==> src/hw/rtl/bbf_pkg.sv <==
// shared types, codes and sizes for the bounded byte fifo
`timescale 1ns / 1ps
`default_nettype none

package bbf_pkg;

    // buffer geometry (power-of-two depth, pointers wrap by truncation)
    localparam int DEPTH  = 4096;
    localparam int ADDR_W = $clog2(DEPTH);
    localparam int CNT_W  = 13;
    localparam int TOT_W  = 48;
    localparam int BYTE_W = 8;

    // stream widths
    localparam int IN_DATA_W  = 24;
    localparam int OUT_DATA_W = 152;

    // configuration port
    localparam int CFG_ADDR_W = 3;
    localparam int CFG_DATA_W = 32;
    localparam logic [0:0] REG_CAPACITY = 1'b0;
    localparam logic [CNT_W-1:0] CAPACITY_RESET = 13'd4096;

    // operation codes
    typedef enum logic [2:0] {
        MODE_WRITE = 3'd0,
        MODE_READ  = 3'd1,
        MODE_PEEK  = 3'd2,
        MODE_POP   = 3'd3,
        MODE_END   = 3'd4
    } mode_t;

    // memory port request from the core
    typedef struct packed {
        logic              wr_en;
        logic [ADDR_W-1:0] wr_addr;
        logic [BYTE_W-1:0] wr_data;
        logic              rd_en;
        logic [ADDR_W-1:0] rd_addr;
    } ram_req_t;

    // status of one finished request, byte itself comes from the memory
    typedef struct packed {
        logic             byte_valid;
        logic [CNT_W-1:0] moved;
        logic [CNT_W-1:0] fill_level;
        logic [CNT_W-1:0] room_left;
        logic [TOT_W-1:0] total_written;
        logic [TOT_W-1:0] total_read;
        logic             writer_done;
        logic             end_of_stream;
    } result_t;

endpackage

`default_nettype wire

==> src/hw/rtl/bbf_out.sv <==
// output register: joins status and memory byte, decouples the master side
`timescale 1ns / 1ps
`default_nettype none

module bbf_out (
    input  wire logic                             clk,
    input  wire logic                             rst_n,
    input  wire logic                             res_valid,
    input  wire bbf_pkg::result_t                 res,
    input  wire logic [7:0]                       rd_data,
    output logic                                  res_take,
    output logic                                  m_tvalid,
    input  wire logic                             m_tready,
    output logic [bbf_pkg::OUT_DATA_W-1:0]        m_tdata,
    output logic                                  m_tlast
);

    import bbf_pkg::*;

    logic                  valid_reg, valid_next;
    logic [OUT_DATA_W-1:0] data_reg, data_next;
    logic                  last_reg;
    logic [BYTE_W-1:0]     out_byte;

    // byte reads zero when nothing was delivered
    always_comb
    begin
        out_byte  = res.byte_valid ? rd_data : '0;
        data_next = {7'd0, res.writer_done, res.total_read, res.total_written,
                     res.room_left, res.fill_level, res.moved, res.byte_valid, out_byte};
        res_take  = res_valid && (!valid_reg || m_tready);
        if (res_take)
        begin
            valid_next = 1'b1;
        end
        else if (m_tready)
        begin
            valid_next = 1'b0;
        end
        else
        begin
            valid_next = valid_reg;
        end
    end

    // valid flag
    always_ff @(posedge clk or negedge rst_n)
    begin
        if (!rst_n)
        begin
            valid_reg <= 1'b0;
        end
        else
        begin
            valid_reg <= valid_next;
        end
    end

    // payload
    always_ff @(posedge clk)
    begin
        if (res_take)
        begin
            data_reg <= data_next;
            last_reg <= res.end_of_stream;
        end
    end

    assign m_tvalid = valid_reg;
    assign m_tdata  = data_reg;
    assign m_tlast  = last_reg;

endmodule

`default_nettype wire

==> config.mk <==
export PLATFORM = sky130hd
export DESIGN_NAME = bbf_out
export DESIGN_NICKNAME = d
export VERILOG_FILES = /design/src/hw/rtl/bbf_pkg.sv /design/src/hw/rtl/bbf_out.sv
export SDC_FILE = /design/constraint.sdc
export NUM_CORES = 1
export LEC_CHECK = 0
export BUFFER_PORTS_ARGS = -buffer_cell sky130_fd_sc_hd__buf_2
export CAP_MARGIN = 10
export CORE_AREA = 2 2 120 122
export DETAILED_ROUTE_END_ITERATION = 8
export DIE_AREA = 0 0 122 124
export PLACE_DENSITY = 0.66
export SLEW_MARGIN = 20
export SYNTH_ARGS = -nofsm -noshare
export SYNTH_HDL_FRONTEND = slang
export SYNTH_SLANG_ARGS = --single-unit
==> constraint.sdc <==
create_clock -name clk -period 4.8 [get_ports clk]
set_input_delay 0.24 -clock clk [delete_from_list [all_inputs] [get_ports clk]]
set_output_delay 0.24 -clock clk [all_outputs]
set_load 0.01 [all_outputs]
==> results of run 1 <==
state kept, by name, indices dropped and copies added (netlist names):
name	count
m_tvalid	1
m_tdata	145
m_tlast	1
placed cells by master, fill, tap and decap left out, types with 2 or more instances in the layout:
| master | count |
|---|---|
| and2_1 | 8 |
| buf_2 | 297 |
| buf_4 | 2 |
| bufinv_16 | 3 |
| clkbuf_16 | 17 |
| clkinv_2 | 2 |
| clkinv_4 | 4 |
| clkinvlp_4 | 2 |
| conb_1 | 7 |
| dlygate4sd3_1 | 134 |
| edfxtp_1 | 146 |
| inv_6 | 3 |
final timing paths:
path,end,slack [ns]
max in group asynchronous,m_tvalid,4.57
max,res_take,2.13
max reg2reg,m_tdata[33],2.57
min,m_tdata[98],0.02
min reg2reg,m_tvalid,0.56
min in group asynchronous,m_tvalid,0.14
area by class of cell:
| cell class | instances | area, um2 | share of cell area |
|---|---|---|---|
| Sequential cell | 147 | 4410 | 0.538 |
| Timing Repair Buffer | 433 | 2840 | 0.347 |
| Clock buffer | 17 | 425 | 0.0519 |
| Tap cell | 180 | 225 | 0.0275 |
| Clock inverter | 15 | 180 | 0.0220 |
| Multi-Input combinational cell | 18 | 105 | 0.0128 |
| Antenna cell | 1 | 2.50 | 0.000306 |
critical path: cells and delay by family (launching register included):
family	cells	cell delay [ns]
DFF	1	0.41
and+or+nand+nor	2	0.79
buffers and inverters	2	0.75
metrics by stage:
step	total power, mW	util	std cells
floorplan	1.62	-	172
global placement	1.74	0.455	644
detailed placement	1.75	0.455	644
CTS	3.17	0.595	807
global route	3.26	0.597	810
finish	3.14	0.597	811
metal layers:
layer,GRT usage,share of wire,vias up
li1,-,-,1553
met1,0.155,0.35,1549
met2,0.282,0.54,187
met3,0.0673,0.094,25
met4,0.0754,0.024,0
met5,0,0,-
cell families after synthesis:
group	share of synthesized area
flops	0.970
simple gates	0.0173
other cells	0.000825
buf+inv	0.0116
power by group:
part	switching (mW)	internal, mW	total (mW)	leakage, nW
clock	0.506	0.821	1.33	0.292
combinational	0.134	0.161	0.294	1.80
sequential	0.0186	1.50	1.52	1.40
total	0.659	2.48	3.14	3.50
==> flow_metrics.py, run 1 <==
metrics = {
    "timing": {
        "post-route-period-util": 0.557,
        "rsz0062_at_grt": "false",
        "finalHoldViolations": 0,
        "worst_slew_margin_rel": 0.412,
        "fmax_mhz": 374,
        "min_period_ns": 2.67,
        "worst_pin_slew_ns": 0.882,
        "hold-worst-slack_ns": 0.0226,
        "drv_slew": 0,
        "fin_worst_skew_ns": 0.00771,
        "finalWorstSetupSlack_ns": 2.13,
        "setup_viol": 0,
        "fin_tns_setup_ns": 0,
    },
    "clock_tree": {
        "cts.sinks": 147,
        "postCtsHoldBufs": 131,
        "htreeDepth": 4,
        "path_clk_slew_ns": 0.06,
        "cts_resized": 0,
        "ctsLongestPathBuffers": 2,
        "cts_buffers": 17,
        "clock-root-buffer": "clkbuf_16",
        "cts_setup_buffers": 0,
        "clk_latency_ns": 0.41,
        "cts_tree": "yes",
    },
    "route": {
        "wl_per_cell_um": 15.6,
        "drc_errors": 0,
        "vias": 3314,
        "vias_per_cell": 4.09,
        "firstDrtPassIters": 4,
        "totalWireLength_mm": 12.7,
        "drtAntennaViolNets": 0,
        "first_iter_violations": 126,
    },
    "finish": {
        "final_cell_area_um2": 8190,
        "syn_to_final_growth_pct": 80.2,
        "finalNetCount": 767,
        "drive_above_1_share": 0.527,
        "nFillCells": 1007,
    },
    "die": {
        "start_util": 0.331,
        "die_x_um": 122,
        "core-area_um2": 13700,
        "io_pins": 305,
        "dieArea_um2": 15100,
        "die_y_um": 124,
        "core.rowCount": 43,
    },
    "worst_setup_path": {
        "worst_path_largest_cell_delay_ns": 0.71,
        "r2r_start": "m_tvalid",
        "ff2ff_path_depth": 3,
        "worstSetupStartpoint": "m_tvalid",
        "crit_type": "reg -> out",
        "slowest_stage": "and2_4",
        "crit_required_ns": 4.56,
        "path_cells": "nand2b_4 > and2_4 > buf_4 > buf_2",
        "cp-start-kind": "flop",
        "cp_max_fo": 68,
        "endpoint_kind": "output pin",
        "crit_arrival_ns": 2.43,
    },
    "hold_path": {
        "min_from": "res[4]",
        "holdPathStages": 1,
        "worst_hold_path_type": "in -> reg",
    },
    "yosys": {
        "seq_area_frac_synth": 0.970,
        "syn-cell-area_um2": 4540,
        "synth_cells": 166,
        "ys_top_cells_by_count": "edfxtp_1, and2_1, buf_4",
        "synth-edff-count": 146,
        "synthTopCellsByArea": "edfxtp_1, buf_4, and2_1, dfrtp_1, nand2b_4",
        "synth.most_common_cell": "edfxtp_1",
        "synth.largest_area_cell": "edfxtp_1",
        "synth_cell_type_count": 8,
        "synthFlopType": "edfxtp_1",
        "yosys_warnings": 0,
        "ys_ff_latch": 147,
        "syn_avg_cell_area_um2": 27.4,
        "synth_top_area_frac": 0.965,
        "synthArstFlopShare": 0.00680,
    },
    "placed_design": {
        "placed_cell_area_um2": 6240,
        "portBuffers": 297,
        "dp_hpwl_mm": 8.39,
        "finalWeightedCongestion": 0.692,
        "pre_cts_ws_ns": 2.53,
    },
    "run": {
        "maxCapViolCount": 0,
    },
    "power": {
        "irDropWorstVdd_mv": 0.202,
        "power.density_nw_per_um2": 383,
        "p_leak_nw": 3.50,
    },
    "status": {
        "status": "complete, no violations",
    },
    "global_routing": {
        "grt_pass1_vias": 3436,
        "grt_pass1_wl_mm": 17.1,
        "grt_max_degree": 69,
        "grt_overflow_total": 0,
        "grt_usage": 0.157,
        "antenna_found_initial": 1,
    },
}
Power figures use the tool's default switching activity.
==> run 2, diff against run 1 <==
--- a/config.mk
+++ b/config.mk
@@ -5,12 +5,13 @@
 export SDC_FILE = /design/constraint.sdc
 export NUM_CORES = 1
 export LEC_CHECK = 0
+export ABC_AREA = 1
 export BUFFER_PORTS_ARGS = -buffer_cell sky130_fd_sc_hd__buf_2
 export CAP_MARGIN = 10
-export CORE_AREA = 2 2 120 122
+export CORE_AREA = 2 2 118 120
 export DETAILED_ROUTE_END_ITERATION = 8
-export DIE_AREA = 0 0 122 124
-export PLACE_DENSITY = 0.66
+export DIE_AREA = 0 0 120 122
+export PLACE_DENSITY = 0.7
 export SLEW_MARGIN = 20
 export SYNTH_ARGS = -nofsm -noshare
 export SYNTH_HDL_FRONTEND = slang
==> constraint.sdc (replaced) <==
create_clock -name clk -period 2.3 [get_ports clk]
set_input_delay 0.115 -clock clk [delete_from_list [all_inputs] [get_ports clk]]
set_output_delay 0.115 -clock clk [all_outputs]
set_load 0.01 [all_outputs]
==> flow_metrics.py, run 2 <==
metrics = {
    "clock_tree": {
        "htreeDepth": 4,
        "ctsLongestPathBuffers": 2,
        "clock-root-buffer": "clkbuf_16",
        "postCtsHoldBufs": 138,
        "cts_setup_buffers": 0,
        "cts.sinks": 147,
        "cts_resized": 0,
        "cts_buffers": 17,
    },
    "yosys": {
        "yosys_warnings": 0,
        "synthArstFlopShare": 0.00680,
        "synthFlopType": "edfxtp_1",
        "seq_area_frac_synth": 0.969,
        "synthTopCellsByArea": "edfxtp_1, buf_4, inv_1, nand2_1, dfrtp_1",
        "synth.largest_area_cell": "edfxtp_1",
        "synth-edff-count": 146,
        "synth_cells": 177,
        "synth_cell_type_count": 8,
        "synth.most_common_cell": "edfxtp_1",
        "syn-cell-area_um2": 4550,
        "ys_top_cells_by_count": "edfxtp_1, inv_1, nand2_1",
        "syn_avg_cell_area_um2": 25.7,
        "synth_top_area_frac": 0.963,
        "ys_ff_latch": 147,
    },
    "die": {
        "die_y_um": 122,
        "die_x_um": 120,
        "io_pins": 305,
        "start_util": 0.337,
        "core.rowCount": 43,
    },
    "placed_design": {
        "portBuffers": 297,
        "dp_hpwl_mm": 8.14,
        "placed_cells": 654,
        "finalWeightedCongestion": 0.714,
    },
    "status": {
        "tool.error": "[ERROR RSZ-0060] Max buffer count reached.",
        "status": "stopped before the end",
        "stop_stage": "4_1_cts",
    },
}
## run 2: cell count changes after synthesis, sizes merged
cell / change
inv: +10
nand2b: -2
buf: +1
and2: -9
a21oi: +1
nand2: +10
## run 2: through the flow
step	TNS, ns	setup slack, ns	area [um2]
floorplan	-152.48	-1.04	4590
global placement	0	0.942	6280
detailed placement	0	0.903	6280
## run 2: cell families after synthesis
family                 Yosys count  share of synthesized area
flip-flops                     147                      0.969
buffers and inverters           18                     0.0209
AND/OR/NAND/NOR                 10                    0.00825
AO/OA/AOI/OAI                    1                    0.00110
other                            1                   0.000824
==> run 3, diff against run 2 <==
--- a/config.mk
+++ b/config.mk
@@ -8,10 +8,10 @@
 export ABC_AREA = 1
 export BUFFER_PORTS_ARGS = -buffer_cell sky130_fd_sc_hd__buf_2
 export CAP_MARGIN = 10
-export CORE_AREA = 2 2 118 120
+export CORE_MARGIN = 2
+export CORE_UTILIZATION = 25
 export DETAILED_ROUTE_END_ITERATION = 8
-export DIE_AREA = 0 0 120 122
-export PLACE_DENSITY = 0.7
+export PLACE_DENSITY_LB_ADDON = 0.15
 export SLEW_MARGIN = 20
 export SYNTH_ARGS = -nofsm -noshare
 export SYNTH_HDL_FRONTEND = slang
==> constraint.sdc (replaced) <==
create_clock -name clk -period 2.99 [get_ports clk]
set_input_delay 0.1495 -clock clk [delete_from_list [all_inputs] [get_ports clk]]
set_output_delay 0.1495 -clock clk [all_outputs]
set_load 0.01 [all_outputs]
==> flow_metrics.py, run 3 <==
metrics = {
    "route": {
        "drc_errors": 0,
        "wl_per_cell_um": 14.1,
        "vias_per_cell": 3.82,
        "totalWireLength_mm": 12.4,
        "first_iter_violations": 108,
        "vias": 3371,
        "drtAntennaViolNets": 0,
        "firstDrtPassIters": 4,
    },
    "clock_tree": {
        "cts_resized": 0,
        "ctsLongestPathBuffers": 2,
        "cts_setup_buffers": 0,
        "htreeDepth": 4,
        "cts.sinks": 147,
        "path_clk_slew_ns": 0.06,
        "clock-root-buffer": "clkbuf_16",
        "clk_latency_ns": 0.41,
        "cts_buffers": 17,
        "cts_tree": "yes",
    },
    "yosys": {
        "synthTopCellsByArea": "edfxtp_1, buf_4, inv_1, nand2_1, dfrtp_1",
        "ys_ff_latch": 147,
        "ys_top_cells_by_count": "edfxtp_1, inv_1, nand2_1",
        "synthFlopType": "edfxtp_1",
        "synth_cells": 177,
        "synthArstFlopShare": 0.00680,
        "synth_top_area_frac": 0.963,
        "yosys_warnings": 0,
        "syn-cell-area_um2": 4550,
        "synth.most_common_cell": "edfxtp_1",
        "synth-edff-count": 146,
        "seq_area_frac_synth": 0.969,
        "synth.largest_area_cell": "edfxtp_1",
        "synth_cell_type_count": 8,
        "syn_avg_cell_area_um2": 25.7,
    },
    "power": {
        "power.density_nw_per_um2": 579,
        "power_frac_comb": 0.103,
        "p_leak_nw": 3.59,
        "power_frac_seq": 0.503,
        "p_clk_frac": 0.394,
        "irDropWorstVdd_mv": 0.377,
        "p_int_mw": 3.81,
        "netSwitchingPower_mw": 1.02,
        "power.total_mw": 4.83,
        "switching_share": 0.211,
    },
    "global_routing": {
        "grt_usage": 0.127,
        "antenna_found_initial": 1,
        "grt_max_degree": 46,
        "grt_overflow_total": 0,
        "grt_pass1_vias": 3725,
        "grt_pass1_wl_mm": 18.8,
    },
    "placed_design": {
        "pre_cts_ws_ns": 1.14,
        "finalWeightedCongestion": 0.720,
        "placed_cells": 707,
        "dp_hpwl_mm": 8.89,
        "portBuffers": 297,
    },
    "timing": {
        "worst_slew_margin_rel": 0.469,
        "fmax_mhz": 464,
        "finalWorstSetupSlack_ns": 0.833,
        "post-route-period-util": 0.721,
        "finalHoldViolations": 0,
        "fin_tns_setup_ns": 0,
        "fin_worst_skew_ns": 0.0114,
        "drv_slew": 0,
        "min_period_ns": 2.16,
        "setup_viol": 0,
        "worst_pin_slew_ns": 0.795,
        "rsz0062_at_grt": "false",
    },
    "die": {
        "io_pins": 305,
        "dieArea_um2": 19300,
        "core.rowCount": 49,
        "start_util": 0.254,
        "core-area_um2": 17900,
        "die_y_um": 139,
        "die_x_um": 139,
    },
    "worst_setup_path": {
        "slowest_stage": "a21oi_4",
        "worst_path_largest_cell_delay_ns": 0.65,
        "crit_family": "compound AO/OA/AOI/OAI gates",
        "endpoint_kind": "output pin",
        "cp-start-kind": "flop",
        "path_buf_inv": 2,
        "crit_arrival_ns": 2.01,
        "cp_max_fo": 39,
        "crit_type": "reg -> out",
        "crit_required_ns": 2.84,
        "path_cells": "a21oi_4 > buf_12 > buf_2",
    },
    "hold_path": {
        "worst_hold_path_type": "in -> reg",
    },
    "run": {
        "maxCapViolCount": 0,
    },
    "finish": {
        "syn_to_final_growth_pct": 83.5,
        "finalNetCount": 791,
        "diodes": 0,
        "final_cell_mix": "buf_2, edfxtp_1, dlygate4sd3_1",
        "drive_above_1_share": 0.505,
        "fin_util": 0.467,
        "mostFrequentLayoutCell": "buf_2",
        "largest_reg_flops": 145,
        "stdcell_count": 882,
    },
    "status": {
        "status": "complete, no violations",
    },
}
==> run 3: cell counts after synthesis <==
No cell type changed its count.
==> run 3: worst reg2reg max path: stages (launching register included) <==
cell	delay, ns
dfrtp_2	0.43
a21oi_4	0.65
buf_4	0.41
==> run 3: worst paths after layout <==
kind,cells after the start,endpoint,startpoint,slack (ns)
worst max register to register,2,m_tdata[96],m_tvalid,1.17
min in group asynchronous,2,m_tvalid,rst_n,0.04
max in group asynchronous,2,m_tvalid,rst_n,2.85
worst max-delay path,3,res_take,m_tvalid,0.83
worst min-delay path,3,m_tdata[2],rd_data[2],0.01
worst min register to register,1,m_tdata[15],m_tvalid,0.80
==> run 3: final cells by class <==
type | count | area, um2
Timing Repair Buffer | 447 | 3010
Inverter | 10 | 37.5
Multi-Input combinational cell | 18 | 80.1
Clock inverter | 10 | 86.3
Clock buffer | 21 | 440
Fill cell | 1619 | 9550
Tap cell | 229 | 287
Sequential cell | 147 | 4410
==> run 3: what timing repair did <==
| action | in CTS | in global routing |
|---|---|---|
| endpoints found under the hold margin | 143 | 0 |
| endpoints found under the setup margin | 0 | 0 |
| hold buffers | 144 | 0 |
==> run 3: power by group through the flow <==
stage	Sequential [mW]	Clock [mW]	Combinational, mW
floorplan	2.55	0	0.0555
detailed placement	2.47	0	0.354
global route	2.44	2.06	0.536
finish	2.43	1.91	0.495
global placement	2.47	0	0.349
CTS	2.43	1.96	0.504
==> run 3: per-layer routing <==
layer,share of wire,wire (um),track usage
met5,0.00056,7,0
met4,0.013,165,0.0425
met3,0.085,1050,0.0604
met2,0.51,6360,0.221
met1,0.39,4810,0.136
==> run 3: cells by family (layout without fill, tap and decap cells) <==
group | after synthesis | in the layout | share of synthesized area
AO/OA/AOI/OAI | 1 | 1 | 0.00110
buffers and inverters | 18 | 488 | 0.0209
flip-flops | 147 | 147 | 0.969
other | 1 | 7 | 0.000824
AND/OR/NAND/NOR | 10 | 10 | 0.00825
==> run 3: metrics by stage <==
| stage | hold WS, ns | cell area (um2) |
|---|---|---|
| 2_1_floorplan | -0.146 | 4590 |
| 5_1_grt | 0.00335 | 8350 |
| 3_5_place_dp | -0.0734 | 6380 |
| 3_3_place_gp | -0.0748 | 6380 |
| 6_report | 0.0129 | 8350 |
| 4_1_cts | 0.00265 | 8350 |
