===== src/hw/rtl/bbf_pkg.sv =====
// shared types, codes and sizes for the bounded byte fifo
`timescale 1ns / 1ps
`default_nettype none

package bbf_pkg;

    // buffer geometry (power-of-two depth, pointers wrap by truncation)
    localparam int DEPTH  = 4096;
    localparam int ADDR_W = $clog2(DEPTH);
    localparam int CNT_W  = 13;
    localparam int TOT_W  = 48;
    localparam int BYTE_W = 8;

    // stream widths
    localparam int IN_DATA_W  = 24;
    localparam int OUT_DATA_W = 152;

    // configuration port
    localparam int CFG_ADDR_W = 3;
    localparam int CFG_DATA_W = 32;
    localparam logic [0:0] REG_CAPACITY = 1'b0;
    localparam logic [CNT_W-1:0] CAPACITY_RESET = 13'd4096;

    // operation codes
    typedef enum logic [2:0] {
        MODE_WRITE = 3'd0,
        MODE_READ  = 3'd1,
        MODE_PEEK  = 3'd2,
        MODE_POP   = 3'd3,
        MODE_END   = 3'd4
    } mode_t;

    // memory port request from the core
    typedef struct packed {
        logic              wr_en;
        logic [ADDR_W-1:0] wr_addr;
        logic [BYTE_W-1:0] wr_data;
        logic              rd_en;
        logic [ADDR_W-1:0] rd_addr;
    } ram_req_t;

    // status of one finished request, byte itself comes from the memory
    typedef struct packed {
        logic             byte_valid;
        logic [CNT_W-1:0] moved;
        logic [CNT_W-1:0] fill_level;
        logic [CNT_W-1:0] room_left;
        logic [TOT_W-1:0] total_written;
        logic [TOT_W-1:0] total_read;
        logic             writer_done;
        logic             end_of_stream;
    } result_t;

endpackage

`default_nettype wire


===== src/hw/rtl/bbf_core.sv =====
// request decode, pointer and counter state, result stage register
`timescale 1ns / 1ps
`default_nettype none

module bbf_core (
    input  wire logic                    clk,
    input  wire logic                    rst_n,
    input  wire logic                    accept,
    input  wire logic [2:0]              mode,
    input  wire logic [7:0]              write_byte,
    input  wire logic [12:0]             amount,
    input  wire logic [12:0]             capacity,
    input  wire logic                    res_take,
    output logic                         res_valid,
    output bbf_pkg::result_t             res,
    output bbf_pkg::ram_req_t            ram_req
);

    import bbf_pkg::*;

    logic [ADDR_W-1:0] front_reg, front_next;
    logic [CNT_W-1:0]  count_reg, count_next;
    logic              done_reg, done_next;
    logic [TOT_W-1:0]  wtot_reg, wtot_next;
    logic [TOT_W-1:0]  rtot_reg, rtot_next;
    logic              res_valid_reg, res_valid_next;
    result_t           res_reg, res_next;

    logic [CNT_W-1:0]  eff_cap;
    logic [CNT_W-1:0]  room_now;
    logic [CNT_W-1:0]  pop_n;
    logic              peek_hit;
    logic              byte_valid;
    logic [CNT_W-1:0]  moved;

    // capacity limited to the physical depth, room before this request
    always_comb
    begin
        eff_cap  = (capacity > CNT_W'(DEPTH)) ? CNT_W'(DEPTH) : capacity;
        room_now = (eff_cap > count_reg) ? eff_cap - count_reg : '0;
        pop_n    = (amount < count_reg) ? amount : count_reg;
        peek_hit = amount < count_reg;
    end

    // operation decode and next state
    always_comb
    begin
        front_next      = front_reg;
        count_next      = count_reg;
        done_next       = done_reg;
        wtot_next       = wtot_reg;
        rtot_next       = rtot_reg;
        byte_valid      = 1'b0;
        moved           = '0;
        ram_req.wr_en   = 1'b0;
        ram_req.wr_addr = front_reg + count_reg[ADDR_W-1:0];
        ram_req.wr_data = write_byte;
        ram_req.rd_en   = 1'b0;
        ram_req.rd_addr = front_reg;
        case (mode)
            MODE_WRITE:
            begin
                if (room_now != '0)
                begin
                    ram_req.wr_en = accept;
                    count_next    = count_reg + CNT_W'(1);
                    wtot_next     = wtot_reg + TOT_W'(1);
                    moved         = CNT_W'(1);
                end
            end
            MODE_READ:
            begin
                if (count_reg != '0)
                begin
                    ram_req.rd_en = accept;
                    byte_valid    = 1'b1;
                    moved         = CNT_W'(1);
                    front_next    = front_reg + ADDR_W'(1);
                    count_next    = count_reg - CNT_W'(1);
                    rtot_next     = rtot_reg + TOT_W'(1);
                end
            end
            MODE_PEEK:
            begin
                ram_req.rd_addr = front_reg + amount[ADDR_W-1:0];
                if (peek_hit)
                begin
                    ram_req.rd_en = accept;
                    byte_valid    = 1'b1;
                end
            end
            MODE_POP:
            begin
                moved      = pop_n;
                front_next = front_reg + pop_n[ADDR_W-1:0];
                count_next = count_reg - pop_n;
                rtot_next  = rtot_reg + TOT_W'(pop_n);
            end
            MODE_END:
            begin
                done_next = 1'b1;
            end
            default:
            begin
                moved = '0;
            end
        endcase
    end

    // status after this request
    always_comb
    begin
        res_next.byte_valid    = byte_valid;
        res_next.moved         = moved;
        res_next.fill_level    = count_next;
        res_next.room_left     = (eff_cap > count_next) ? eff_cap - count_next : '0;
        res_next.total_written = wtot_next;
        res_next.total_read    = rtot_next;
        res_next.writer_done   = done_next;
        res_next.end_of_stream = done_next && (count_next == '0);
        if (accept)
        begin
            res_valid_next = 1'b1;
        end
        else if (res_take)
        begin
            res_valid_next = 1'b0;
        end
        else
        begin
            res_valid_next = res_valid_reg;
        end
    end

    // control state
    always_ff @(posedge clk or negedge rst_n)
    begin
        if (!rst_n)
        begin
            front_reg     <= '0;
            count_reg     <= '0;
            done_reg      <= 1'b0;
            wtot_reg      <= '0;
            rtot_reg      <= '0;
            res_valid_reg <= 1'b0;
        end
        else
        begin
            res_valid_reg <= res_valid_next;
            if (accept)
            begin
                front_reg <= front_next;
                count_reg <= count_next;
                done_reg  <= done_next;
                wtot_reg  <= wtot_next;
                rtot_reg  <= rtot_next;
            end
        end
    end

    // result stage payload
    always_ff @(posedge clk)
    begin
        if (accept)
        begin
            res_reg <= res_next;
        end
    end

    assign res_valid = res_valid_reg;
    assign res       = res_reg;

endmodule

`default_nettype wire


===== config.mk =====
export PLATFORM = sky130hd
export DESIGN_NAME = bbf_core
export DESIGN_NICKNAME = d
export VERILOG_FILES = /design/src/hw/rtl/bbf_pkg.sv /design/src/hw/rtl/bbf_core.sv
export SDC_FILE = /design/constraint.sdc
export NUM_CORES = 1
export LEC_CHECK = 0
export BUFFER_PORTS_ARGS = -buffer_cell sky130_fd_sc_hd__buf_4
export CAP_MARGIN = 25
export CORE_MARGIN = 2
export CORE_UTILIZATION = 40
export DETAILED_ROUTE_END_ITERATION = 8
export GPL_TIMING_DRIVEN = 1
export HOLD_SLACK_MARGIN = 0.1
export PLACE_DENSITY = 0.65
export SYNTH_ARGS = -nofsm -noshare
export SYNTH_HDL_FRONTEND = slang
export SYNTH_SLANG_ARGS = --single-unit
export TNS_END_PERCENT = 5

===== constraint.sdc =====
create_clock -name clk -period 6.47 [get_ports clk]
set_input_delay 0.647 -clock clk [delete_from_list [all_inputs] [get_ports clk]]
set_output_delay 0.647 -clock clk [all_outputs]
set_load 0.005 [all_outputs]

==> results.json, run 1 <==
{
  "outcome": "finished clean",
  "routed-via-count": 13900,
  "tritoncts": "built",
  "cts_made_buffers": 34,
  "hold_path.class": "in -> async",
  "start_util_pct": 40.2,
  "ctsLongestPathBuffers": 3,
  "drt_pass1_iterations": 7,
  "area_delta_synth_final_pct": 24.0,
  "regToRegSetupSlack_ps": 400,
  "synth_nets": 1895,
  "grt_max_degree": 146,
  "cp_slowest_cell": "or4_1",
  "cap_violations": 0,
  "antenna_found_initial": 0,
  "min_period_over_period_pct": 93.8,
  "fin_util_pct": 49.9,
  "die_y_um": 209,
  "rows": 75,
  "ctsRootBufferMaster": "clkbuf_16",
  "p_leak_nw": 9.11,
  "grt_pass1_vias": 13700,
  "synth_warnings": 0,
  "crit_family": "compound AO/OA/AOI/OAI gates",
  "crit_buf_inv": 4,
  "n_fill_cell": 3859,
  "post_drt_wl_per_cell_um": 18.4,
  "ys.flop_type": "edfxtp_1",
  "syn_area_per_cell_um2": 9.58,
  "critPathKind": "reg -> reg",
  "ys_ff_latch": 261,
  "max_stage_delay_ps": 610,
  "dieArea_mm2": 0.0436,
  "io_pins": 214,
  "clk_transition_reported_paths_ps": 60,
  "grtUsageTotal_pct": 21.7,
  "final_cell_mix": "buf_4 (320), xnor2_1 (183), nand2_1 (167), edfxtp_1 (138), nor2_1 (136)",
  "powerDensity_mw_per_mm2": 395,
  "ys_types": 80,
  "grt.overflow.total": 0,
  "crit_top_cell": "ha_1",
  "port_buffers": 197,
  "final-hold-violation-count": 0,
  "crit_arrival_ps": 6480,
  "grt_pass1_wl_um": 75000,
  "layout_setup_ws_ps": 399,
  "ys_async_sr_fraction_pct": 47.1,
  "routabilityCongestion": 0.932,
  "cts_sinks": 261,
  "drc_errors": 0,
  "critPathMaxFanout": 6,
  "final_common_cell": "buf_4",
  "finalCriticalPeriod_ps": 6070,
  "ant_nets": 0,
  "fmax_mhz": 165,
  "drt-vias-per-instance": 5.37,
  "dp_worst_setup_slack_ps": -396,
  "endpoint_kind": "register",
  "maxSlewViolCount": 0,
  "core_area_mm2": 0.0417,
  "syn_area_mm2": 0.0168,
  "relSlewSlack_pct": 35.1,
  "setup_viol": 0,
  "insertedDiodeCount": 0,
  "drtIter0Drc": 849,
  "clk_latency_ps": 550,
  "drive_gt1_share_pct": 21.2,
  "cts_htree_levels": 2,
  "drt-total-wl_um": 47700,
  "layout.nets": 2174,
  "path_cells": "inv_2 > buf_4 > ha_1 > o21a_1 > nand2_1 > o31ai_1 > xor2_1 > or4_1 > nor4b_4 > buf_4 > a21oi_1 > nor2_1 > o21ai_0 > a22oi_1 > ha_1 > inv_1 > ha_1 > a21oi_1 > o21ai_0 > a31o_1 > a21o_1 > a2111oi_2 > o21ba_1",
  "fin_worst_skew_ps": 25.6,
  "fp.dieW_um": 209,
  "worstSetupStartpointType": "register",
  "tightest_slew_ps": 966,
  "syn_inst": 1751,
  "ctsHoldBuffers": 0,
  "rsz0062_at_grt": "true",
  "dpl.hpwl_um": 35400,
  "largest_reg_flops": 138,
  "cp.required_ps": 6880,
  "synth_edf_count": 138,
  "ys_seq_area_share_pct": 43.1,
  "irDropWorstVdd_mv": 0.421,
  "holdWs_ps": 181
}
stage by stage:
| stage | instances | TNS [ps] | cell area [µm²] | power, mW |
|---|---|---|---|---|
| 2_1_floorplan | 1751 | 0 | 16800 | 4.58 |
| 3_3_place_gp | 2526 | -1930 | 19500 | 6.15 |
| 3_5_place_dp | 2526 | -3960 | 19500 | 6.19 |
| 4_1_cts | 2587 | 0 | 20600 | 8.11 |
| 5_1_grt | 2594 | -583 | 20800 | 8.77 |
| 6_report | 2594 | 0 | 20800 | 8.21 |
timing repair:
| item | CTS | global route |
|---|---|---|
| buffers inserted | 0 | 5 |
| gates resized for setup | 2 | 33 |
| pin swaps | 0 | 11 |
| endpoints found under the setup margin | 12 | 43 |
layout make-up:
| class | count | area [µm²] | share of cell area [%] |
|---|---|---|---|
| inverters | 98 | 368 | 1.77 |
| flip-flops and latches | 261 | 7220 | 34.7 |
| clock buffers | 41 | 877 | 4.22 |
| repair buffers | 326 | 2500 | 12.0 |
| multi-input cells | 1309 | 8930 | 43.0 |
| well taps | 539 | 674 | 3.24 |
| clock inverters | 20 | 219 | 1.05 |
worst reg2reg max path: stages, from the launching register on:
cell and delay, ps:
dfrtp_1 390, inv_2 90, buf_4 180, ha_1 390, o21a_1 190, nand2_1 90
o31ai_1 550, xor2_1 170, or4_1 610, nor4b_4 400, buf_4 220, a21oi_1 90
nor2_1 90, o21ai_0 80, a22oi_1 430, ha_1 310, inv_1 60, ha_1 200
a21oi_1 140, o21ai_0 190, a31o_1 280, a21o_1 230, a2111oi_2 380, o21ba_1 180
power breakdown:
| group | switching [mW] | total [mW] | internal (mW) | leakage (nW) |
|---|---|---|---|---|
| Combinational | 2.22 | 4.13 | 1.91 | 5.60 |
| Clock | 0.763 | 1.86 | 1.10 | 0.520 |
| Sequential | 0.197 | 2.22 | 2.02 | 2.98 |
| Total | 3.18 | 8.21 | 5.03 | 9.11 |
kinds of logic after synthesis:
group	synth area share, %
AND/OR/NAND/NOR	17.4
buffers and inverters	4.30
AO/OA/AOI/OAI	12.9
flip-flops	43.1
adder cells (fa/ha/maj)	7.97
multiplexers	1.55
XOR/XNOR	12.8
per-layer routing:
layer	GRT usage [%]	part of all wire, %	vias to the layer above
met1	27.5	43	6699
met2	37.1	49	401
met5	0	0	-
met3	3.80	5.5	80
met4	7.96	3.0	0
li1	-	-	6757
cell usage after synthesis (all sizes together), types with 5 or more instances:
master	instances	share of area (%)
xnor2	183	9.6
o21a	9	0.40
o21bai	19	0.85
and4	6	0.31
nand3	71	2.1
a31oi	12	0.45
ha	98	7.3
mux2	16	1.1
a211oi	12	0.63
nand2b	17	0.63
dfrtp	123	18
nor4b	8	0.54
inv	96	2.1
nor2b	22	0.82
buf	27	0.85
xor2	63	3.3
nand2	167	3.7
a21oi	104	3.1
o22ai	10	0.37
fa	5	0.60
nor3	37	1.1
nand4	34	1.3
a41oi	5	0.26
o211ai	6	0.27
a22oi	6	0.27
a21o	23	1.0
a21boi	8	0.36
nor4	9	0.37
edfxtp	138	25
a2111oi	5	0.34
clkbuf	56	1.3
mux2i	8	0.48
nor2	136	3.0
o21ai	87	2.6
or3	11	0.41
and3	36	1.3
and2	18	0.67
or4	6	0.29
worst paths after layout:
kind,from,end,cells past startpoint
min in group clk,res_take,res_valid$_DFFE_PN0P_,2
setup reg to reg,count_reg[2]$_DFFE_PN0P_,res[108]$_SDFFCE_PP0P_,23
max in group asynchronous,rst_n,wtot_reg[22]$_DFFE_PN0P_,3
hold reg to reg,wtot_reg[47]$_DFFE_PN0P_,wtot_reg[47]$_DFFE_PN0P_,1
hold / removal,rst_n,count_reg[6]$_DFFE_PN0P_,1
setup / recovery,count_reg[2]$_DFFE_PN0P_,res[108]$_SDFFCE_PP0P_,23
(Power assumes the default switching activity.)
==> run 2: changes to the inputs <==
--- a/config.mk
+++ b/config.mk
@@ -12,7 +12,7 @@
 export DETAILED_ROUTE_END_ITERATION = 8
 export GPL_TIMING_DRIVEN = 1
 export HOLD_SLACK_MARGIN = 0.1
-export PLACE_DENSITY = 0.65
+export PLACE_DENSITY_LB_ADDON = 0.1
 export SYNTH_ARGS = -nofsm -noshare
 export SYNTH_HDL_FRONTEND = slang
 export SYNTH_SLANG_ARGS = --single-unit
==> run 2 against run 1 <==
  * Clock power hardly changed
  * Core utilization about the same
  * Worst hold slack lost 24 ps
  * Flip-flop and latch count stayed put
  * Maximum frequency shrank 0.69%
  * Die area is the same
  * Cell count about the same
  * Critical path type unchanged
  * Critical endpoint is now res[103]$_SDFFCE_PP0P_
==> results.json, run 2 (synthesized netlist as in run 1, its figures left out) <==
{
  "p_leak_nw": 9.10,
  "dieArea_mm2": 0.0436,
  "clk_latency_ps": 610,
  "fin_util_pct": 49.9,
  "grtUsageTotal_pct": 21.6,
  "ctsHoldBuffers": 0,
  "dpl.hpwl_um": 35900,
  "finalCriticalPeriod_ps": 6110,
  "fin_total_pwr_mw": 8.13,
  "cp.required_ps": 6830,
  "tritoncts": "built",
  "area_delta_synth_final_pct": 24.0,
  "irDropWorstVdd_mv": 0.312,
  "tightest_slew_ps": 962,
  "stdcell_area_mm2": 0.0208,
  "powerDensity_mw_per_mm2": 391,
  "cts_made_buffers": 31,
  "crit_arrival_ps": 6470,
  "io_pins": 214,
  "rows": 75,
  "cap_violations": 0,
  "layout_setup_ws_ps": 357,
  "cp_slowest_cell": "or3_4",
  "holdWs_ps": 157,
  "fp.dieW_um": 209,
  "dp_worst_setup_slack_ps": -532,
  "grt_use_met3_pct": 3.16,
  "drt-total-wl_um": 47800,
  "drtIter0Drc": 692,
  "worstSetupStartpointType": "register",
  "setup_tns_ps": 0,
  "ctsLongestPathBuffers": 3,
  "crit_buf_inv": 7,
  "max_stage_delay_ps": 430,
  "start_util_pct": 40.2,
  "instances_no_fill": 2593,
  "drc_errors": 0,
  "core_area_mm2": 0.0417,
  "grt.overflow.total": 0,
  "grt_pass1_vias": 13500,
  "cts_htree_levels": 1,
  "insertedDiodeCount": 0,
  "cts_sinks": 261,
  "critPathKind": "reg -> reg",
  "port_buffers": 197,
  "busiest_layer": "met2",
  "drive_gt1_share_pct": 21.4,
  "fmax_mhz": 164,
  "setup_viol": 0,
  "die_y_um": 209,
  "endpoint_kind": "register",
  "routed-via-count": 13700,
  "post_drt_wl_per_cell_um": 18.5,
  "routabilityCongestion": 0.909,
  "critPathMaxFanout": 8,
  "min_period_over_period_pct": 94.5,
  "grt_max_degree": 139,
  "drt_pass1_iterations": 5,
  "final-hold-violation-count": 0,
  "clk_transition_reported_paths_ps": 60,
  "antenna_found_initial": 0,
  "outcome": "finished clean",
  "drt-vias-per-instance": 5.28,
  "fin_worst_skew_ps": 23.7,
  "final_common_cell": "buf_4",
  "ctsRootBufferMaster": "clkbuf_16",
  "dp.cells": 2533,
  "grt_pass1_wl_um": 74700,
  "ant_nets": 0,
  "relSlewSlack_pct": 35.4,
  "maxSlewViolCount": 0,
  "met2_usage_pct": 36.8,
  "layout.nets": 2173,
  "hold_path.class": "in -> async",
  "crit_family": "compound AO/OA/AOI/OAI gates",
  "final_cell_mix": "buf_4 (325), xnor2_1 (183), nand2_1 (167), edfxtp_1 (138), nor2_1 (136)",
  "dpl_cell_area_mm2": 0.0196,
  "grtUsageMet1_pct": 27.9,
  "largest_reg_flops": 138,
  "rsz0062_at_grt": "true"
}
[run 2: cell types whose count changed in the layout (fill, tap and decap cells not counted), sizes merged]
cell and delta:
bufinv +1, buf +3, clkbuf -5, clkinvlp +1, clkinv -1
[run 2: path summary, 6_finish.rpt]
| kind | startpoint | end | slack [ps] | cells past startpoint |
|---|---|---|---|---|
| max reg2reg | count_reg[1]$_DFFE_PN0P_ | res[103]$_SDFFCE_PP0P_ | 360 | 35 |
| min reg2reg | rtot_reg[47]$_DFFE_PN0P_ | rtot_reg[47]$_DFFE_PN0P_ | 490 | 1 |
| min in group clk | res_take | res_valid$_DFFE_PN0P_ | 230 | 2 |
| max in group asynchronous | rst_n | rtot_reg[14]$_DFFE_PN0P_ | 4880 | 2 |
| max | count_reg[1]$_DFFE_PN0P_ | res[103]$_SDFFCE_PP0P_ | 360 | 35 |
| min | rst_n | wtot_reg[12]$_DFFE_PN0P_ | 160 | 1 |
[run 2: report_power, final]
part	internal, mW	switching [mW]	leakage [nW]
clock	1.08	0.750	0.518
combinational	1.90	2.18	5.60
sequential	2.02	0.201	2.98
total	5.00	3.13	9.10
[run 2: metal layers]
| layer | share of wire [%] | vias up |
|---|---|---|
| li1 | - | 6736 |
| met2 | 48 | 318 |
| met5 | 0 | - |
| met1 | 44 | 6529 |
| met4 | 3.9 | 0 |
| met3 | 4.2 | 99 |
[run 2: area by class of cell]
class	count	area [µm²]
flip-flops and latches	261	7220
clock buffers	37	828
inverters	98	368
multi-input cells	1309	8960
repair buffers	328	2490
fillers	3920	20900
well taps	539	674
clock inverters	21	240
[run 2: repair_timing]
action	in CTS	in global routing
pin swaps	1	16
endpoints found under the hold margin	0	0
buffers inserted	0	2
resized for setup	4	28
setup endpoints to repair	12	32
==> run 3: changes to the inputs <==
--- a/config.mk
+++ b/config.mk
@@ -12,6 +12,7 @@
 export DETAILED_ROUTE_END_ITERATION = 8
 export GPL_TIMING_DRIVEN = 1
 export HOLD_SLACK_MARGIN = 0.1
+export MAX_ROUTING_LAYER = met4
 export PLACE_DENSITY_LB_ADDON = 0.1
 export SYNTH_ARGS = -nofsm -noshare
 export SYNTH_HDL_FRONTEND = slang
==> run 3 against run 2 <==
  * First-iteration DRC count rose by 29%
  * Flip-flop and latch count did not move
  * Total power barely moved
  * Register-to-register slack got worse by 70 ps
  * Worst setup slack got worse by 65 ps
  * Die area did not move
==> results.json, run 3 (synthesized netlist as in run 1, its figures left out) <==
{
  "grt.overflow.total": 0,
  "ctsLongestPathBuffers": 3,
  "final_common_cell": "buf_4",
  "core_area_mm2": 0.0417,
  "cp_slowest_cell": "or3_4",
  "ctsRootBufferMaster": "clkbuf_16",
  "dieArea_mm2": 0.0436,
  "irDropWorstVdd_mv": 0.331,
  "rsz0062_at_grt": "true",
  "grtUsageMet1_pct": 28.3,
  "crit_family": "compound AO/OA/AOI/OAI gates",
  "cts_sinks": 261,
  "maxSlewViolCount": 0,
  "grt_pass1_vias": 13600,
  "dpl.hpwl_um": 36200,
  "hold_path.class": "in -> async",
  "drt-vias-per-instance": 5.30,
  "die_y_um": 209,
  "endpoint_kind": "register",
  "crit_buf_inv": 7,
  "routed-via-count": 13700,
  "instances_no_fill": 2593,
  "fin_worst_skew_ps": 28.3,
  "cp.required_ps": 6810,
  "antenna_found_initial": 0,
  "layout.nets": 2174,
  "rows": 75,
  "clk_transition_reported_paths_ps": 60,
  "drc_errors": 0,
  "fin_total_pwr_mw": 8.13,
  "ant_nets": 0,
  "tritoncts": "built",
  "start_util_pct": 40.2,
  "cap_violations": 0,
  "busiest_layer": "met2",
  "outcome": "finished clean",
  "port_buffers": 197,
  "drtIter0Drc": 892,
  "final_cell_mix": "buf_4 (325), xnor2_1 (183), nand2_1 (167), edfxtp_1 (138), nor2_1 (136)",
  "insertedDiodeCount": 0,
  "ctsHoldBuffers": 0,
  "largest_reg_flops": 138,
  "finalCriticalPeriod_ps": 6180,
  "grt_pass1_wl_um": 75400,
  "relSlewSlack_pct": 40.2,
  "io_pins": 214,
  "min_period_over_period_pct": 95.5,
  "drt-total-wl_um": 48200,
  "fmax_mhz": 162,
  "grt_max_degree": 134,
  "max_stage_delay_ps": 420,
  "p_leak_nw": 9.13,
  "fp.dieW_um": 209,
  "grt_use_met3_pct": 2.93,
  "cts_made_buffers": 30,
  "grtUsageTotal_pct": 22.5,
  "crit_top_cell": "buf_4",
  "met2_usage_pct": 37.7,
  "fin_util_pct": 50.0,
  "clk_latency_ps": 600,
  "cts_htree_levels": 1,
  "final-hold-violation-count": 0,
  "area_delta_synth_final_pct": 24.2,
  "post_drt_wl_per_cell_um": 18.6,
  "critPathKind": "reg -> reg",
  "crit_arrival_ps": 6520,
  "dp.cells": 2533,
  "worstSetupStartpointType": "register",
  "drive_gt1_share_pct": 21.5,
  "setup_viol": 0,
  "critPathMaxFanout": 8,
  "tightest_slew_ps": 890,
  "drt_pass1_iterations": 5,
  "powerDensity_mw_per_mm2": 390,
  "routabilityCongestion": 0.934
}
[run 3: cell types whose count changed in the layout (fill, tap and decap cells not counted), sizes merged]
cell | before | now
buf | 328 | 330
clkbuf | 37 | 34
clkinv | 11 | 15
clkinvlp | 5 | 2
[run 3: through the flow]
step | cell area (µm²) | hold WS (ps) | TNS, ps | setup slack [ps]
after floorplan | 16800 | 351 | 0 | 3.28
after global placement | 19600 | 478 | -5150 | -436
after detailed placement | 19600 | 492 | -7500 | -623
after CTS | 20600 | 147 | 0 | 14.2
after global routing | 20800 | 188 | -425 | -48.7
final | 20800 | 132 | 0 | 292
[run 3: area by class of cell]
type                       instances  area, µm²
fill                            3995      20800
multi-input combinational       1309       8980
sequential                       261       7220
timing repair buffer             330       2530
clock buffer                      34        797
tap                              539        674
inverter                          98        368
clock inverter                    22        249
[run 3: worst reg2reg max path: cells and delay by family (launching register included)]
kind / cells / cell delay, ps
adder cells (fa/ha/maj): 4 / 1210
AND/OR/NAND/NOR: 7 / 1330
flip-flops: 1 / 350
buffers and inverters: 7 / 860
XOR/XNOR: 1 / 180
AO/OA/AOI/OAI: 15 / 2000
[run 3: where the power goes]
part           switching [mW]  total, mW  leakage, nW  internal [mW]
Combinational            2.20       4.12         5.63           1.92
Sequential              0.202       2.22         2.98           2.02
Clock                   0.739       1.79        0.516           1.05
[run 3: worst paths after layout]
kind	start	to	slack [ps]	cells past startpoint
worst max-delay path	count_reg[2]$_DFFE_PN0P_	res[105]$_SDFFCE_PP0P_	290	34
worst min-delay path	rst_n	wtot_reg[12]$_DFFE_PN0P_	130	1
worst max register to register	count_reg[2]$_DFFE_PN0P_	res[105]$_SDFFCE_PP0P_	290	34
worst min register to register	rtot_reg[47]$_DFFE_PN0P_	rtot_reg[47]$_DFFE_PN0P_	500	1
max in group asynchronous	rst_n	rtot_reg[14]$_DFFE_PN0P_	5160	3
min in group clk	res_take	res_valid$_DFFE_PN0P_	260	2
[run 3: repair_timing]
action                     in CTS  in global routing
setup endpoints to repair      12                 21
resized for setup               6                 33
setup buffers                   0                  3
pin swaps                       2                 14
[run 3: layer usage]
metal / routed length (µm) / vias up
li1: - / 6737
met1: 21200 / 6604
met2: 23600 / 307
met3: 2020 / 85
met4: 1470 / 0
met5: 0 / -
